===== src/rtl/ppc_pkg.sv =====
package ppc_pkg;

    // fixed widths of the payload
    localparam int COORD_BITS   = 24;
    localparam int DIFF_BITS    = COORD_BITS + 1;
    localparam int MUL_BITS     = DIFF_BITS + 1;
    localparam int PROD_BITS    = 2 * MUL_BITS;
    localparam int ACC_BITS     = 2 * DIFF_BITS;
    localparam int SQ_BITS      = 36;
    localparam int ID_BITS      = 16;
    localparam int QUO_BITS     = SQ_BITS + 1;
    localparam int WIDE_BITS    = 2 * ACC_BITS;
    localparam int CFG_IDX_BITS = 2;
    localparam int CNT_BITS     = $clog2(QUO_BITS);

    localparam logic [SQ_BITS-1:0] CAP_SQ     = 36'd65536000000;
    localparam logic [SQ_BITS-1:0] NEAR_RESET = 36'd16384;

    // configuration register indexes
    localparam logic [CFG_IDX_BITS-1:0] CFG_QUERY_X    = 2'd0;
    localparam logic [CFG_IDX_BITS-1:0] CFG_QUERY_Y    = 2'd1;
    localparam logic [CFG_IDX_BITS-1:0] CFG_NEAR_LIMIT = 2'd2;

    typedef struct packed {
        logic signed [COORD_BITS-1:0] vertex_x;
        logic signed [COORD_BITS-1:0] vertex_y;
        logic [ID_BITS-1:0]           lane_id;
        logic                         path_end;
    } in_word_t;

    typedef struct packed {
        logic [ID_BITS-1:0] hit_lane_id;
        logic               is_near;
        logic [SQ_BITS-1:0] min_dist_sq;
    } out_word_t;

    typedef enum logic [4:0] {
        OP_NONE,
        OP_LEN_A,
        OP_LEN_B,
        OP_DOT_A,
        OP_DOT_B,
        OP_CR_A,
        OP_CR_B,
        OP_SQ_0,
        OP_SQ_1,
        OP_SQ_2,
        OP_SQ_3,
        OP_DIV_INIT,
        OP_DIV_STEP,
        OP_DIV_DONE,
        OP_ST_A,
        OP_ST_B,
        OP_ST_DONE,
        OP_FINISH
    } dp_op_t;

    typedef enum logic [4:0] {
        S_IDLE,
        S_LEN_A,
        S_LEN_B,
        S_DOT_A,
        S_DOT_B,
        S_CLASS,
        S_CR_A,
        S_CR_B,
        S_SQ_0,
        S_SQ_1,
        S_SQ_2,
        S_SQ_3,
        S_DIV_INIT,
        S_DIV,
        S_DIV_DONE,
        S_ST_A,
        S_ST_B,
        S_ST_DONE,
        S_FINISH
    } ppc_state_t;

    typedef struct packed {
        logic   capture;
        dp_op_t op;
    } dp_cmd_t;

    typedef struct packed {
        logic have_prev;
        logic zero_len;
        logic dot_perp;
        logic dot_start;
        logic path_end;
        logic out_full;
    } dp_status_t;

endpackage


===== src/rtl/ppc_ctrl.sv =====
module ppc_ctrl (
    input  logic                clk,
    input  logic                rst_n,
    input  logic                in_valid,
    output logic                in_ready,
    input  logic                out_ready,
    input  ppc_pkg::dp_status_t status,
    output ppc_pkg::dp_cmd_t    cmd
);
    import ppc_pkg::*;

    ppc_state_t          state_reg, state_next;
    logic [CNT_BITS-1:0] cnt_reg, cnt_next;
    logic                finish_stall;

    assign finish_stall = status.path_end && status.out_full && !out_ready;

    // state and step counter
    always_ff @(posedge clk or negedge rst_n)
    begin
        if (!rst_n)
        begin
            state_reg <= S_IDLE;
            cnt_reg   <= '0;
        end
        else
        begin
            state_reg <= state_next;
            cnt_reg   <= cnt_next;
        end
    end

    // next state
    always_comb
    begin
        state_next = state_reg;
        cnt_next   = cnt_reg;
        case (state_reg)
            S_IDLE:     if (in_valid) state_next = S_LEN_A;
            S_LEN_A:
            begin
                if (!status.have_prev || status.zero_len)
                    state_next = S_FINISH;
                else
                    state_next = S_LEN_B;
            end
            S_LEN_B:    state_next = S_DOT_A;
            S_DOT_A:    state_next = S_DOT_B;
            S_DOT_B:    state_next = S_CLASS;
            S_CLASS:
            begin
                if (status.dot_perp)
                    state_next = S_CR_A;
                else if (status.dot_start)
                    state_next = S_ST_A;
                else
                    state_next = S_FINISH;
            end
            S_CR_A:     state_next = S_CR_B;
            S_CR_B:     state_next = S_SQ_0;
            S_SQ_0:     state_next = S_SQ_1;
            S_SQ_1:     state_next = S_SQ_2;
            S_SQ_2:     state_next = S_SQ_3;
            S_SQ_3:     state_next = S_DIV_INIT;
            S_DIV_INIT:
            begin
                cnt_next   = '0;
                state_next = S_DIV;
            end
            S_DIV:
            begin
                cnt_next = cnt_reg + 1'b1;
                if (cnt_reg == CNT_BITS'(QUO_BITS - 1))
                    state_next = S_DIV_DONE;
            end
            S_DIV_DONE: state_next = S_FINISH;
            S_ST_A:     state_next = S_ST_B;
            S_ST_B:     state_next = S_ST_DONE;
            S_ST_DONE:  state_next = S_FINISH;
            S_FINISH:   if (!finish_stall) state_next = S_IDLE;
            default:    state_next = S_IDLE;
        endcase
    end

    // commands to the datapath
    always_comb
    begin
        in_ready    = 1'b0;
        cmd.capture = 1'b0;
        cmd.op      = OP_NONE;
        case (state_reg)
            S_IDLE:
            begin
                in_ready    = 1'b1;
                cmd.capture = in_valid;
            end
            S_LEN_A:    cmd.op = OP_LEN_A;
            S_LEN_B:    cmd.op = OP_LEN_B;
            S_DOT_A:    cmd.op = OP_DOT_A;
            S_DOT_B:    cmd.op = OP_DOT_B;
            S_CR_A:     cmd.op = OP_CR_A;
            S_CR_B:     cmd.op = OP_CR_B;
            S_SQ_0:     cmd.op = OP_SQ_0;
            S_SQ_1:     cmd.op = OP_SQ_1;
            S_SQ_2:     cmd.op = OP_SQ_2;
            S_SQ_3:     cmd.op = OP_SQ_3;
            S_DIV_INIT: cmd.op = OP_DIV_INIT;
            S_DIV:      cmd.op = OP_DIV_STEP;
            S_DIV_DONE: cmd.op = OP_DIV_DONE;
            S_ST_A:     cmd.op = OP_ST_A;
            S_ST_B:     cmd.op = OP_ST_B;
            S_ST_DONE:  cmd.op = OP_ST_DONE;
            S_FINISH:   if (!finish_stall) cmd.op = OP_FINISH;
            default:    cmd.op = OP_NONE;
        endcase
    end

endmodule


===== src/rtl/ppc_datapath.sv =====
module ppc_datapath (
    input  logic                          clk,
    input  logic                          rst_n,
    input  ppc_pkg::in_word_t             in_word,
    input  logic                          out_ready,
    output logic                          out_valid,
    output ppc_pkg::out_word_t            out_word,
    input  logic                          cfg_we,
    input  logic [ppc_pkg::CFG_IDX_BITS-1:0] cfg_index,
    input  logic [ppc_pkg::SQ_BITS-1:0]   cfg_data,
    input  ppc_pkg::dp_cmd_t              cmd,
    output ppc_pkg::dp_status_t           status
);
    import ppc_pkg::*;

    // configuration
    logic signed [COORD_BITS-1:0] qx_reg, qy_reg;
    logic [SQ_BITS-1:0]           limit_reg;

    // item and segment state
    logic signed [COORD_BITS-1:0] px_reg, py_reg, vx_reg, vy_reg;
    logic                         have_prev_reg;
    logic [ID_BITS-1:0]           id_reg;
    logic                         pend_reg;
    logic [SQ_BITS-1:0]           best_reg, best_next;
    logic signed [DIFF_BITS-1:0]  dx_reg, dy_reg, ex_reg, ey_reg;
    logic [ACC_BITS-1:0]          len_reg, st_reg;
    logic signed [ACC_BITS:0]     dot_reg, cross_reg;
    logic [WIDE_BITS-1:0]         sq_reg;
    logic [ACC_BITS:0]            rem_reg;
    logic [QUO_BITS-1:0]          qsh_reg;
    logic                         ovf_reg;
    logic                         out_valid_reg, out_valid_next;
    out_word_t                    out_reg;

    // shared multiplier
    logic signed [MUL_BITS-1:0]   mul_a, mul_b;
    logic signed [PROD_BITS-1:0]  prod;
    logic [ACC_BITS-1:0]          prod_u;
    logic [ACC_BITS:0]            cabs;
    logic [DIFF_BITS-1:0]         c_lo, c_hi;
    logic [ACC_BITS:0]            trial;
    logic                         trial_ge;
    logic [SQ_BITS-1:0]           cand;
    logic                         cand_en;

    assign cabs = cross_reg[ACC_BITS] ? (ACC_BITS+1)'(0) - cross_reg : cross_reg;
    assign c_lo = cabs[DIFF_BITS-1:0];
    assign c_hi = cabs[ACC_BITS-1:DIFF_BITS];

    // operand selection
    always_comb
    begin
        mul_a = '0;
        mul_b = '0;
        case (cmd.op)
            OP_LEN_A: begin mul_a = MUL_BITS'(dx_reg); mul_b = MUL_BITS'(dx_reg); end
            OP_LEN_B: begin mul_a = MUL_BITS'(dy_reg); mul_b = MUL_BITS'(dy_reg); end
            OP_DOT_A: begin mul_a = MUL_BITS'(ex_reg); mul_b = MUL_BITS'(dx_reg); end
            OP_DOT_B: begin mul_a = MUL_BITS'(ey_reg); mul_b = MUL_BITS'(dy_reg); end
            OP_CR_A:  begin mul_a = MUL_BITS'(ex_reg); mul_b = MUL_BITS'(dy_reg); end
            OP_CR_B:  begin mul_a = MUL_BITS'(ey_reg); mul_b = MUL_BITS'(dx_reg); end
            OP_ST_A:  begin mul_a = MUL_BITS'(ex_reg); mul_b = MUL_BITS'(ex_reg); end
            OP_ST_B:  begin mul_a = MUL_BITS'(ey_reg); mul_b = MUL_BITS'(ey_reg); end
            OP_SQ_0:  begin mul_a = {1'b0, c_lo}; mul_b = {1'b0, c_lo}; end
            OP_SQ_1:  begin mul_a = {1'b0, c_lo}; mul_b = {1'b0, c_hi}; end
            OP_SQ_2:  begin mul_a = {1'b0, c_hi}; mul_b = {1'b0, c_lo}; end
            OP_SQ_3:  begin mul_a = {1'b0, c_hi}; mul_b = {1'b0, c_hi}; end
            default:  begin mul_a = '0; mul_b = '0; end
        endcase
    end

    assign prod   = mul_a * mul_b;
    assign prod_u = prod[ACC_BITS-1:0];

    // one restoring division step
    assign trial    = {rem_reg[ACC_BITS-1:0], qsh_reg[QUO_BITS-1]};
    assign trial_ge = trial >= {1'b0, len_reg};

    // candidate distance of this segment
    always_comb
    begin
        cand    = CAP_SQ;
        cand_en = 1'b0;
        case (cmd.op)
            OP_DIV_DONE:
            begin
                cand_en = 1'b1;
                if (!ovf_reg && qsh_reg < {1'b0, CAP_SQ})
                    cand = qsh_reg[SQ_BITS-1:0];
            end
            OP_ST_DONE:
            begin
                cand_en = 1'b1;
                if (st_reg < ACC_BITS'(CAP_SQ))
                    cand = st_reg[SQ_BITS-1:0];
            end
            default:
            begin
                cand    = CAP_SQ;
                cand_en = 1'b0;
            end
        endcase
        best_next = (cand_en && cand < best_reg) ? cand : best_reg;
    end

    // result word handshake
    always_comb
    begin
        out_valid_next = out_valid_reg && !out_ready;
        if (cmd.op == OP_FINISH && pend_reg)
            out_valid_next = 1'b1;
    end

    // control state
    always_ff @(posedge clk or negedge rst_n)
    begin
        if (!rst_n)
        begin
            qx_reg        <= '0;
            qy_reg        <= '0;
            limit_reg     <= NEAR_RESET;
            px_reg        <= '0;
            py_reg        <= '0;
            have_prev_reg <= 1'b0;
            best_reg      <= CAP_SQ;
            out_valid_reg <= 1'b0;
        end
        else
        begin
            if (cfg_we)
            begin
                case (cfg_index)
                    CFG_QUERY_X:    qx_reg    <= cfg_data[COORD_BITS-1:0];
                    CFG_QUERY_Y:    qy_reg    <= cfg_data[COORD_BITS-1:0];
                    CFG_NEAR_LIMIT: limit_reg <= cfg_data;
                    default:        ;
                endcase
            end
            out_valid_reg <= out_valid_next;
            if (cmd.op == OP_FINISH)
            begin
                if (pend_reg)
                begin
                    best_reg      <= CAP_SQ;
                    have_prev_reg <= 1'b0;
                    px_reg        <= '0;
                    py_reg        <= '0;
                end
                else
                begin
                    have_prev_reg <= 1'b1;
                    px_reg        <= vx_reg;
                    py_reg        <= vy_reg;
                end
            end
            else
            begin
                best_reg <= best_next;
            end
        end
    end

    // arithmetic registers
    always_ff @(posedge clk)
    begin
        if (cmd.capture)
        begin
            vx_reg   <= in_word.vertex_x;
            vy_reg   <= in_word.vertex_y;
            id_reg   <= in_word.lane_id;
            pend_reg <= in_word.path_end;
            dx_reg   <= DIFF_BITS'(in_word.vertex_x) - DIFF_BITS'(px_reg);
            dy_reg   <= DIFF_BITS'(in_word.vertex_y) - DIFF_BITS'(py_reg);
            ex_reg   <= DIFF_BITS'(qx_reg) - DIFF_BITS'(px_reg);
            ey_reg   <= DIFF_BITS'(qy_reg) - DIFF_BITS'(py_reg);
        end
        case (cmd.op)
            OP_LEN_A: len_reg   <= prod_u;
            OP_LEN_B: len_reg   <= len_reg + prod_u;
            OP_DOT_A: dot_reg   <= prod[ACC_BITS:0];
            OP_DOT_B: dot_reg   <= dot_reg + prod[ACC_BITS:0];
            OP_CR_A:  cross_reg <= prod[ACC_BITS:0];
            OP_CR_B:  cross_reg <= cross_reg - prod[ACC_BITS:0];
            OP_ST_A:  st_reg    <= prod_u;
            OP_ST_B:  st_reg    <= st_reg + prod_u;
            OP_SQ_0:  sq_reg    <= WIDE_BITS'(prod_u);
            OP_SQ_1,
            OP_SQ_2:  sq_reg    <= sq_reg + {(ACC_BITS-DIFF_BITS)'(0), prod_u,
                                             DIFF_BITS'(0)};
            OP_SQ_3:  sq_reg    <= sq_reg + {prod_u, ACC_BITS'(0)};
            OP_DIV_INIT:
            begin
                ovf_reg <= sq_reg[WIDE_BITS-1:QUO_BITS] >=
                           (WIDE_BITS-QUO_BITS)'(len_reg);
                rem_reg <= {1'b0, sq_reg[QUO_BITS+ACC_BITS-1:QUO_BITS]};
                qsh_reg <= sq_reg[QUO_BITS-1:0];
            end
            OP_DIV_STEP:
            begin
                rem_reg <= trial_ge ? trial - {1'b0, len_reg} : trial;
                qsh_reg <= {qsh_reg[QUO_BITS-2:0], trial_ge};
            end
            OP_FINISH:
            begin
                if (pend_reg)
                begin
                    out_reg.hit_lane_id <= id_reg;
                    out_reg.is_near     <= best_reg < limit_reg;
                    out_reg.min_dist_sq <= best_reg;
                end
            end
            default: ;
        endcase
    end

    assign out_valid = out_valid_reg;
    assign out_word  = out_reg;

    // status to the controller
    assign status.have_prev = have_prev_reg;
    assign status.zero_len  = (dx_reg == '0) && (dy_reg == '0);
    assign status.dot_perp  = !dot_reg[ACC_BITS] && (dot_reg != '0) &&
                              (dot_reg[ACC_BITS-1:0] < len_reg);
    assign status.dot_start = dot_reg[ACC_BITS] || (dot_reg == '0);
    assign status.path_end  = pend_reg;
    assign status.out_full  = out_valid_reg;

endmodule


===== src/rtl/polyline_proximity_classifier.sv =====
// polyline proximity classifier
// input channel in_valid/in_ready carries one vertex word: x, y (signed,
// 1/256 m), lane id and a path end flag. output channel out_valid/out_ready
// carries one word per finished path: lane id, near flag and the minimum
// squared distance (1/65536 m^2, capped at 1000 m squared).
// query point and threshold are written through cfg_we/cfg_index/cfg_data,
// index 0 query x, 1 query y, 2 threshold; the user must write them only
// while the block is idle, which the block does not enforce. one vertex is
// worked on at a time; in_ready is high only when idle. the perpendicular
// distance runs a 37-step restoring divider, and one 26x26 multiplier is
// shared by all products. results sit in an output register; the next
// vertex is accepted while a result waits, and only a second path end
// stalls until the word is taken. reset clears the query point to 0, the
// threshold to 0.5 m, the running minimum to the cap and drops any held
// result.
module polyline_proximity_classifier (
    input  logic                             clk,
    input  logic                             rst_n,
    input  logic                             in_valid,
    output logic                             in_ready,
    input  ppc_pkg::in_word_t                in_word,
    output logic                             out_valid,
    input  logic                             out_ready,
    output ppc_pkg::out_word_t               out_word,
    input  logic                             cfg_we,
    input  logic [ppc_pkg::CFG_IDX_BITS-1:0] cfg_index,
    input  logic [ppc_pkg::SQ_BITS-1:0]      cfg_data
);
    import ppc_pkg::*;

    dp_cmd_t    cmd;
    dp_status_t status;

    // sequencer
    ppc_ctrl u_ctrl (
        .clk       (clk),
        .rst_n     (rst_n),
        .in_valid  (in_valid),
        .in_ready  (in_ready),
        .out_ready (out_ready),
        .status    (status),
        .cmd       (cmd)
    );

    // arithmetic and state
    ppc_datapath u_datapath (
        .clk       (clk),
        .rst_n     (rst_n),
        .in_word   (in_word),
        .out_ready (out_ready),
        .out_valid (out_valid),
        .out_word  (out_word),
        .cfg_we    (cfg_we),
        .cfg_index (cfg_index),
        .cfg_data  (cfg_data),
        .cmd       (cmd),
        .status    (status)
    );

endmodule


===== config.mk =====
export PLATFORM = sky130hd
export DESIGN_NAME = polyline_proximity_classifier
export DESIGN_NICKNAME = d
export VERILOG_FILES = /design/src/rtl/ppc_pkg.sv /design/src/rtl/ppc_ctrl.sv /design/src/rtl/ppc_datapath.sv /design/src/rtl/polyline_proximity_classifier.sv
export SDC_FILE = /design/constraint.sdc
export NUM_CORES = 2
export LEC_CHECK = 0
export BUFFER_PORTS_ARGS = -buffer_cell sky130_fd_sc_hd__buf_2
export CAP_MARGIN = 25
export CORE_MARGIN = 2
export CORE_UTILIZATION = 45
export CTS_CLUSTER_DIAMETER = 80
export DETAILED_ROUTE_END_ITERATION = 7
export GPL_TIMING_DRIVEN = 1
export HOLD_SLACK_MARGIN = 0.12
export PLACE_DENSITY = 0.67
export SETUP_SLACK_MARGIN = 0.3
export SYNTH_ARGS = -nofsm -noshare
export SYNTH_HDL_FRONTEND = slang
export SYNTH_SLANG_ARGS = --single-unit

===== constraint.sdc =====
create_clock -name clk -period 14.3 [get_ports clk]
set_input_delay 3.575 -clock clk [delete_from_list [all_inputs] [get_ports clk]]
set_output_delay 3.575 -clock clk [all_outputs]
set_load 0.05 [all_outputs]

==> impl_results.md <==
* Crit. End Element: register
* CP peak stage delay at 610 ps
* WP data arrival at between 10000 and 15000 ps
* Gpl congestion at roughly 1
* Vias/cell at approximately 6
* First-pass GRT wire length at around 430 mm
* Async SR Flop Fraction at ~23%
* Max-cap violations at 0
* Total congestion overflow at 0
* Count of final hold-check violations at 0
* Max Clk Rate at ~0.074 GHz
* DIE AREA at roughly 190000 µm²
* CTS tree: built
* Synthesized Nets at approximately 11000
* Register area share after synthesis at between 20 and 30%
* Clk root buf: clkbuf_16
* Number of synthesized register bits at about 790
* Sinks on Clock Net at around 790
* Synth cell types at between 90 and 100
* Crit start category: register
* Mapped cell area at roughly 84000 µm²
* Synth Instances at ~9100
* Number of global-route vias before repair at approximately 69000
* Max FFs per register at 100
* Row Count at 158
* Min Tclk post-route at about 13000 ps
* Yosys synthesis warning count at 0
* Worst-path clk slew at 60 ps
* Slew Limit Fails at 0
* Worst slack at placement at about 460 ps
* Finished Layout Cells at ~12000
* Top post-synthesis cells by area: edfxtp_1, fa_1, ha_1, dfrtp_1, nand2_1
* Critical setup path kind: register to register
* Setup ws final at 817 ps
* Status: finished, violations left
* Worst reg2reg path depth at 46
* Mean Syn Cell Area at around 9 µm²
* Synth Area in XOR/XNOR at 5.22%
* Later-pin clock latency in the skew report at 750 ps
* Multiplexer area fraction after synthesis at around 2.0%
* CTS Buffer Depth at 3
* Simple-gate area share of the yosys netlist at between 10% and 20%
* Final setup vio count at 0
* Crit-path max FO at 12
* Most frequent cells after synthesis: nand2_1, inv_1, ha_1, fa_1, nor2_1
* Final nets at 10900
* Slew @ Worst Pin at roughly 1300 ps
* Routed WL at roughly 290 mm
* Initial Util at 45.2%
* Period utilization at around 94%
* Final ANT Viol Nets at 0
* Prevailing post-synth register cell: edfxtp_1
* Final Skew at between 30 and 40 ps
* Hold Crit Class: register to register
* Data required, critical path at 14880 ps
* Slew HR at between 15 and 20%
* Number of flops mapped to enable cells by yosys at just over 600
* Syn-to-layout area delta at 9.60%
* Count leader, synth: nand2_1
* Clock buffer count from CTS at just under 100
* Chip Height at between 400 and 500 µm
* Largest family of logic cells by synthesized area: adder cells
* Antenna violations before repair at 12
* Die Wd at 435 µm
* Core area at approximately 190000 µm²
* Setup TNS at 0 ps
* PortBufs at 162
* Htree depth at 3
* Iter 0 DRT Violations at slightly above 7000
* Share of cells above drive strength 1 at approximately 8.6%
* Worst hold path cell count at 0
* Total Routing Usage GR at 29.9%
* DP Wirelength at between 200 and 250 mm
* Largest net degree at the start of global routing at around 130
* RSZ-0062 raised after global routing: yes
* Adder-cell share of the synthesized area at 28.4%
* Share of the synthesized area in the top cell type at a little over a fifth
* Failing checks: DRC
* Routed wire per std cell at 24.4 µm
* Synth area leader: edfxtp_1
* Slowest cell on crit path: or4_4
* DRC errors left at 4
* Dpl cells at 11600
* Detailed Routing Iterations Pass 1 at 8
* Compound-cell area share of the yosys netlist at roughly 16%
* Core Util, Final at roughly 50%
* Vias at about 70000
* Top-level I/O count at 163
-- stage by stage --
step	area, µm²	hold WS (ps)
after floorplan	83800	400
after global placement	88300	402
after CTS	91700	418
after detailed placement	88300	405
after global routing	91800	424
final	91800	416
-- cell families (layout without fill, tap and decap cells) --
group                      after synthesis  count (layout)
AOI/OAI and AO/OA                     2100            2100
xor gates and xnor gates               499             499
adders and majority gates             1474            1474
buffers and inverters                 1457            1697
DFF                                    789             789
muxes                                  149             149
other                                    0               5
and+or+nand+nor                       2648            2648
-- layout by cell type, fill, tap and decap left out, types with 18 or more instances in the layout --
cell       synthesis  final
a31oi_1           87     87
dfrtp_1          173    171
a21boi_0          33     33
xnor2_1          296    291
nand4_1           89     89
fa_1             713    713
buf_2             11    161
a211o_1           20     19
mux2i_1           22     22
clkbuf_16          0     98
a21oi_1          453    451
or3_1             38     38
ha_1             761    761
o211ai_1          49     49
nand2b_1          90     88
and3_1            48     47
o31ai_1           70     69
nor3_1            84     77
buf_4              1    215
a221oi_1          21     18
nor4_1            41     39
o22ai_1           72     72
inv_1           1132   1129
a22o_1            55     55
xor2_1           203    202
a21o_1           292    292
nand3_1          138    135
a211oi_1          76     73
or2_2             31     31
edfxtp_1         608    608
o21ai_0          523    519
mux2_2           127    127
o21bai_1          60     60
o21a_1            82     82
nor2b_1          104    104
nor2_1           666    660
a222oi_1          18     18
nand2_1         1151   1150
and2_1            86     86
-- layout make-up --
class                   count  area, µm²
flip-flops and latches    789      22800
well taps                2480       3100
fillers                 17300      93400
clock inverters            66        822
repair buffers            379       2480
clock buffers             118       2580
inverters                1134       4260
multi-input cells        6870      55700
diodes                      5       12.5
-- path summary, 6_finish.rpt --
| check | slack (ps) | end | from |
|---|---|---|---|
| max | 820 | u_datapath.sq_reg[99] | u_datapath.cross_reg[7] |
| min | 420 | u_datapath.out_word[42] | u_datapath.id_reg[5] |
| max reg2reg | 820 | u_datapath.sq_reg[99] | u_datapath.cross_reg[7] |
| min reg2reg | 420 | u_datapath.out_word[42] | u_datapath.id_reg[5] |
| max in group asynchronous | 9470 | u_datapath.best_reg[10] | rst_n |
| min in group asynchronous | 2870 | u_datapath.qx_reg[15] | rst_n |
-- worst max-delay path: cells and delay by family, from the launching register on --
family	cells	cell delay, ps
AOI/OAI and AO/OA	13	3140
xor gates and xnor gates	2	490
adders and majority gates	9	4550
buffers and inverters	9	1050
DFF	1	520
and+or+nand+nor	13	3570
-- metal layers --
layer / up-vias / wire, µm / global-route usage [%]
met4: 4 / 17700 / 16.4
met5: - / 27 / 0
met1: 34700 / 116000 / 39.6
met2: 3417 / 127000 / 46.0
li1: 31700 / - / -
met3: 691 / 27500 / 5.99
-- repair_timing --
action                     4_1_cts  5_1_grt
hold buffers                     0        0
setup buffers                    0        0
setup endpoints to repair        0       35
gates resized for setup          0       10
Power is left out: the tool's default activity adds up to more than one toggle a clock period on the data nets, which glitch-free logic cannot reach.
